===== src/hdl/eha_pkg.sv =====
// Package for the energy histogram accumulator.
// Holds sizes, register and mode codes, the sequencer state type and shared structs.
// No dependencies.
`default_nettype none

package eha_pkg;

  localparam int NUM_CHANNELS  = 4;
  localparam int BIN_ADDR_BITS = 16;

  localparam int ENERGY_BITS = 16;
  localparam int EVENT_CH    = 4;
  localparam int CH_BITS     = $clog2(EVENT_CH);
  localparam int USED_CH     = (NUM_CHANNELS < EVENT_CH) ? NUM_CHANNELS : EVENT_CH;
  localparam logic [EVENT_CH-1:0] USED_MASK = EVENT_CH'((1 << USED_CH) - 1);

  localparam int BIN_BITS   = 32;
  localparam int TOTAL_BITS = 48;
  localparam int SHIFT_BITS = 5;
  localparam int CFG_BITS   = 5;
  localparam int CFG_IDX_BITS = 1;

  localparam logic [BIN_BITS-1:0]   BIN_MAX   = '1;
  localparam logic [TOTAL_BITS-1:0] TOTAL_MAX = '1;
  localparam logic [SHIFT_BITS-1:0] SHIFT_LIMIT = SHIFT_BITS'(ENERGY_BITS);

  localparam logic [CFG_IDX_BITS-1:0] CFG_CHANNEL_ENABLE = 1'b0;
  localparam logic [CFG_IDX_BITS-1:0] CFG_ENERGY_SHIFT   = 1'b1;

  localparam logic MODE_HIT  = 1'b0;
  localparam logic MODE_READ = 1'b1;

  typedef enum logic [2:0] {
    ST_CLEAR,
    ST_IDLE,
    ST_HIT,
    ST_READ,
    ST_RDATA,
    ST_RESULT
  } seq_state_t;

  typedef struct packed {
    logic [EVENT_CH-1:0]   channel_enable;
    logic [SHIFT_BITS-1:0] energy_shift;
  } cfg_t;

  typedef struct packed {
    logic                                  mode;
    logic [EVENT_CH-1:0][ENERGY_BITS-1:0]  energy;
    logic [EVENT_CH-1:0]                   hit_mask;
    logic [ENERGY_BITS-1:0]                read_bin;
  } event_t;

  typedef struct packed {
    logic [BIN_BITS-1:0]    bin_count;
    logic [TOTAL_BITS-1:0]  total_count;
    logic [ENERGY_BITS-1:0] highest_bin;
  } result_t;

  typedef struct packed {
    logic                     we;
    logic [BIN_ADDR_BITS-1:0] waddr;
    logic [BIN_BITS-1:0]      wdata;
    logic [BIN_ADDR_BITS-1:0] raddr;
  } ram_req_t;

  function automatic logic [SHIFT_BITS-1:0] eff_shift(input logic [SHIFT_BITS-1:0] shift);
    eff_shift = (shift > SHIFT_LIMIT) ? SHIFT_LIMIT : shift;
  endfunction

endpackage

`default_nettype wire


===== src/hdl/eha_seq.sv =====
// Sequencer for the histogram: clearing sweep, per-channel read-modify-write, bin reads.
// Depends on eha_pkg; drives the bin memory through eha_pkg::ram_req_t.
`default_nettype none

module eha_seq (
  input  wire logic               clk,
  input  wire logic               rst,
  input  wire eha_pkg::cfg_t      cfg,
  input  wire logic               ev_valid,
  output logic                    ev_stall,
  input  wire eha_pkg::event_t    ev,
  output eha_pkg::ram_req_t       ram_req,
  input  wire logic [eha_pkg::BIN_BITS-1:0] ram_rdata,
  output logic                    res_valid,
  input  wire logic               res_ready,
  output eha_pkg::result_t        res
);

  eha_pkg::seq_state_t state;
  eha_pkg::seq_state_t state_next;

  logic [eha_pkg::BIN_ADDR_BITS-1:0] clr_addr;
  logic [eha_pkg::EVENT_CH-1:0][eha_pkg::ENERGY_BITS-1:0] energy;
  logic [eha_pkg::EVENT_CH-1:0] pend;
  logic [eha_pkg::ENERGY_BITS-1:0] rd_idx;
  logic [eha_pkg::BIN_BITS-1:0] bin_count;

  logic                              w_valid;
  logic [eha_pkg::BIN_ADDR_BITS-1:0] w_addr;
  logic                              fwd_valid;
  logic [eha_pkg::BIN_ADDR_BITS-1:0] fwd_addr;
  logic [eha_pkg::BIN_BITS-1:0]      fwd_data;

  logic [eha_pkg::TOTAL_BITS-1:0]  total;
  logic [eha_pkg::ENERGY_BITS-1:0] highest;

  logic                              accept;
  logic                              issue;
  logic                              clearing;
  logic                              clr_last;
  logic [eha_pkg::CH_BITS-1:0]       sel_ch;
  logic [eha_pkg::SHIFT_BITS-1:0]    shift;
  logic [eha_pkg::BIN_ADDR_BITS-1:0] sel_bin;
  logic [eha_pkg::BIN_BITS-1:0]      cur_count;
  logic [eha_pkg::BIN_BITS-1:0]      new_count;
  logic                              in_range;

  assign shift    = eha_pkg::eff_shift(cfg.energy_shift);
  assign clr_last = (clr_addr == '1);

  always_comb begin
    sel_ch = '0;
    for (int i = eha_pkg::EVENT_CH - 1; i >= 0; i--) begin
      if (pend[i]) begin
        sel_ch = eha_pkg::CH_BITS'(i);
      end
    end
  end

  assign sel_bin = eha_pkg::BIN_ADDR_BITS'(energy[sel_ch] >> shift);

  assign cur_count = (fwd_valid && (fwd_addr == w_addr)) ? fwd_data : ram_rdata;
  assign new_count = (cur_count == eha_pkg::BIN_MAX) ? cur_count
                                                      : cur_count + eha_pkg::BIN_BITS'(1);

  assign in_range = ((17'(rd_idx) >> (eha_pkg::SHIFT_BITS'(eha_pkg::ENERGY_BITS) - shift)) == '0)
                    && ((32'(rd_idx) >> eha_pkg::BIN_ADDR_BITS) == '0);

  // next state
  always_comb begin
    state_next = state;
    case (state)
      eha_pkg::ST_CLEAR: begin
        if (clr_last) begin
          state_next = eha_pkg::ST_IDLE;
        end
      end
      eha_pkg::ST_IDLE: begin
        if (ev_valid) begin
          state_next = (ev.mode == eha_pkg::MODE_READ) ? eha_pkg::ST_READ : eha_pkg::ST_HIT;
        end
      end
      eha_pkg::ST_HIT: begin
        if (pend == '0) begin
          state_next = eha_pkg::ST_RESULT;
        end
      end
      eha_pkg::ST_READ:  state_next = eha_pkg::ST_RDATA;
      eha_pkg::ST_RDATA: state_next = eha_pkg::ST_RESULT;
      eha_pkg::ST_RESULT: begin
        if (res_ready) begin
          state_next = eha_pkg::ST_IDLE;
        end
      end
      default: state_next = eha_pkg::ST_CLEAR;
    endcase
  end

  // state outputs
  always_comb begin
    ev_stall  = 1'b1;
    res_valid = 1'b0;
    issue     = 1'b0;
    clearing  = 1'b0;
    case (state)
      eha_pkg::ST_CLEAR:  clearing  = 1'b1;
      eha_pkg::ST_IDLE:   ev_stall  = 1'b0;
      eha_pkg::ST_HIT:    issue     = (pend != '0);
      eha_pkg::ST_RESULT: res_valid = 1'b1;
      default: ;
    endcase
  end

  assign accept = ev_valid && !ev_stall;

  always_comb begin
    ram_req.we    = w_valid;
    ram_req.waddr = w_addr;
    ram_req.wdata = new_count;
    ram_req.raddr = (state == eha_pkg::ST_READ) ? eha_pkg::BIN_ADDR_BITS'(rd_idx) : sel_bin;
    if (clearing) begin
      ram_req.we    = 1'b1;
      ram_req.waddr = clr_addr;
      ram_req.wdata = '0;
    end
  end

  always_comb begin
    res.bin_count   = bin_count;
    res.total_count = total;
    res.highest_bin = highest;
  end

  always_ff @(posedge clk) begin
    if (rst) begin
      state     <= eha_pkg::ST_CLEAR;
      clr_addr  <= '0;
      pend      <= '0;
      w_valid   <= 1'b0;
      fwd_valid <= 1'b0;
      total     <= '0;
      highest   <= '0;
    end else begin
      state     <= state_next;
      w_valid   <= issue;
      fwd_valid <= w_valid;
      if (clearing) begin
        clr_addr <= clr_addr + eha_pkg::BIN_ADDR_BITS'(1);
      end
      if (accept) begin
        pend <= (ev.mode == eha_pkg::MODE_HIT)
                ? (ev.hit_mask & cfg.channel_enable & eha_pkg::USED_MASK) : '0;
      end else if (issue) begin
        pend[sel_ch] <= 1'b0;
      end
      if (w_valid) begin
        if (total != eha_pkg::TOTAL_MAX) begin
          total <= total + eha_pkg::TOTAL_BITS'(1);
        end
        if (eha_pkg::ENERGY_BITS'(w_addr) > highest) begin
          highest <= eha_pkg::ENERGY_BITS'(w_addr);
        end
      end
    end
  end

  always_ff @(posedge clk) begin
    if (accept) begin
      energy    <= ev.energy;
      rd_idx    <= ev.read_bin;
      bin_count <= '0;
    end
    if (state == eha_pkg::ST_RDATA) begin
      bin_count <= in_range ? ram_rdata : '0;
    end
    if (issue) begin
      w_addr <= sel_bin;
    end
    if (w_valid) begin
      fwd_addr <= w_addr;
      fwd_data <= new_count;
    end
  end

endmodule

`default_nettype wire


===== config.mk =====
export PLATFORM = sky130hd
export DESIGN_NAME = eha_seq
export DESIGN_NICKNAME = d
export VERILOG_FILES = /design/src/hdl/eha_pkg.sv /design/src/hdl/eha_seq.sv
export SDC_FILE = /design/constraint.sdc
export NUM_CORES = 1
export LEC_CHECK = 0
export BUFFER_PORTS_ARGS = -buffer_cell sky130_fd_sc_hd__buf_4
export CORE_MARGIN = 4
export CORE_UTILIZATION = 40
export CTS_CLUSTER_SIZE = 25
export DETAILED_ROUTE_END_ITERATION = 12
export PLACE_DENSITY = 0.74
export SYNTH_ARGS = -nofsm -noshare
export SYNTH_HDL_FRONTEND = slang
export SYNTH_SLANG_ARGS = --single-unit

===== constraint.sdc =====
create_clock -name clk -period 4.2 [get_ports clk]
set_clock_uncertainty 0.15 [all_clocks]
set_input_delay 0.42 -clock clk [delete_from_list [all_inputs] [get_ports clk]]
set_output_delay 0.42 -clock clk [all_outputs]
set_load 0.01 [all_outputs]

==> run_results.csv <==
group,metric,value,unit
critical_path,start_kind,"register",
critical_path,worstSetupPathType,"register to output port",
sta,final_max_slew_viol_count,0,
logic_synthesis,ys_async_sr_fraction,0,%
route,via_count,13100,
layout,multi_input_area,7300,sq um
logic_synthesis,ys_ff_latch,265,
global_routing,grt_util_all_layers,23.1,%
sta,min_period,4760,ps
clocking,cts_tree,"yes",
sta,fmax,0.210,GHz
power,p_per_area,290,nW/um^2
clocking,cts.sinks,265,
critical_path,cp.required,3630,ps
logic_synthesis,synth_edf_count,176,
clocking,path_clk_slew,60,ps
route,drc,0,
logic_synthesis,ys_types,72,
layout,diodes,0,
global_routing,overflow,0,
layout,final_common_cell,"buf_4",
layout,drive_gt1_share,29.9,%
route,firstDrtPassIters,5,
power,p_seq_share,48.2,%
power,pwr-share-clk,44.3,%
sta,setup_viol,32,
critical_path,arrival,4190,ps
sta,hold_viol,0,
route,routed_wl,46700,microns
layout,fin_cells,2344,
layout,nets,2015,
clocking,root_buffer,"clkbuf_16",
sta,layout_setup_ws,-562,ps
logic_synthesis,syn_inst,1432,
layout,layout_common_cells,"buf_4, edfxtp_1, nand2_1, nor2_1, dfxtp_1",
placed_design,gp_congestion,0.931,
layout,synthToLayoutAreaGrowth,40.0,%
route,drtIter0Drc,863,
floorplan,die_x,196,microns
power,p_switching,1.30,mW
route,via_per_inst,5.58,
power,combinationalPowerShare,7.5,%
global_routing,grt_pass1_wl,72200,microns
placed_design,placedCellCount,2176,
clocking,cts_made_buffers,30,
global_routing,grt_max_degree,90,
sta,max_slew_margin,17.3,%
power,leakage,7.70,nW
clocking,htreeDepth,1,
layout,seq_area,7070,sq um
logic_synthesis,synth_flop_cell,"edfxtp_1",
global_routing,grt_pass1_vias,13000,
layout,utilization,57.1,%
layout,fillers,2813,
sta,finalCritPeriodShare,113,%
critical_path,endpoint_kind,"output port",
global_routing,antenna_found_initial,0,
power,switching_share,22.6,%
run_status,violations,"negative setup slack",
floorplan,die_h,196,microns
floorplan,initial_utilization,40.8,%
run_status,outcome,"finished with violations",
floorplan,rows,68,
clocking,clkLatencyLatePin,570,ps
floorplan,core,34800,sq um
logic_synthesis,synth_seq_area_share,49.8,%
sta,rsz0062_at_grt,"yes",
route,drtAntennaViolNets,0,
placed_design,portBuffers,292,
min_path,hold_class,"primary input to register",
power,ir_drop,0.000289,V
clocking,ctsLongestPathBuffers,3,
sta,worstMarginPinSlew,1240,ps
critical_path,cp_max_fo,3,
power,power.internal,4.46,mW
sta,tns,-13100,ps
floorplan,ioPinCount,293,
job,maxCapViolCount,0,
logic_synthesis,synth.avg_cell_area,9.91,sq um
logic_synthesis,yosysWarnings,0,
route,wl_per_cell,19.9,microns
logic_synthesis,synthesis.area,14200,sq um
logic_synthesis,syn_nets,1582,
placed_design,hpwl,33000,microns
floorplan,die_area,38600,sq um
==> state kept, by name, indices dropped and copies added (netlist names) <==
| signal | flops |
|---|---|
| energy | 64 |
| total | 48 |
| bin_count | 32 |
| fwd_data | 32 |
| clr_addr | 16 |
| fwd_addr | 16 |
| highest | 16 |
| rd_idx | 16 |
| w_addr | 16 |
| pend | 4 |
| state | 3 |
| fwd_valid | 1 |
| w_valid | 1 |
==> final cells by class <==
type	instances	area share, %
Inverter	46	0.869
Clock inverter	21	0.806
Sequential cell	265	35.6
Multi-Input combinational cell	1054	36.8
Tap cell	455	2.87
Clock buffer	35	3.98
Timing Repair Buffer	468	19.1
==> kinds of logic after synthesis <==
family / synth area share, %
DFF: 49.8
AOI/OAI and AO/OA: 10.1
xor gates and xnor gates: 6.17
muxes: 5.48
and+or+nand+nor: 23.6
adders and majority gates: 1.76
buffers and inverters: 3.10
==> worst paths after layout <==
check	from	to	slack, ps	depth (start not counted)
worst max-delay path	w_addr[4]	ram_req[44]	-560	16
worst min-delay path	ram_rdata[4]	bin_count[4]	30	2
worst max register to register	w_addr[4]	fwd_data[31]	250	20
worst min register to register	total[1]	total[1]	340	2
==> Yosys cell counts (46+ instances only) <==
cell type,number,area (sq um)
nand3_1,50,250
dfxtp_1,89,1780
and2_1,62,388
xor2_1,62,543
a21oi_1,46,230
edfxtp_1,176,5290
nor2_1,145,544
mux2i_1,57,571
clkbuf_1,55,206
nand2_1,147,552
nand4_1,50,313
==> power by group through the flow <==
| stage | sequential [mW] | clock [mW] | combinational (mW) |
|---|---|---|---|
| floorplan | 2.83 | 0 | 0.148 |
| global placement | 2.83 | 0 | 0.332 |
| detailed placement | 2.83 | 0 | 0.335 |
| CTS | 2.77 | 2.60 | 0.412 |
| global route | 2.77 | 2.70 | 0.459 |
| finish | 2.77 | 2.55 | 0.430 |
==> layer usage <==
layer  GRT usage, %  share of wire [%]  vias to the layer above
li1               -                  -                     6133
met1           29.0                 39                     6288
met2           40.2                 50                      567
met3           4.70                7.7                       98
met4           7.06                3.2                        0
met5              0                  0                        -
==> critical path, stage by stage (launching register included) <==
cell,delay [ps]
edfxtp_1,400
xor2_1,180
or4b_4,550
or3_4,370
nor2_4,100
nand2_1,80
nand2_2,90
ha_4,180
nand3_4,100
or3_4,400
nor2_4,90
nand2_1,70
o21a_1,210
or3b_4,390
xor2_2,150
and2_4,160
buf_6,110
==> through the flow <==
step                      hold WS, ps  area (sq um)  power [mW]  setup slack, ps
after floorplan                   312         14300        2.98            -20.0
after global placement            324         17200        3.16            -86.8
after detailed placement          337         17200        3.16             -180
after CTS                        1.70         19600        5.79             -571
after global routing             12.7         19900        5.94             -695
final                            32.1         19900        5.76             -562
==> what timing repair did <==
item,in CTS,in global routing
resized for setup,83,44
buffers inserted,18,9
hold buffers,85,0
pin swaps,55,25
hold endpoints to repair,85,0
endpoints found under the setup margin,35,39
Power figures use the tool's default switching activity.
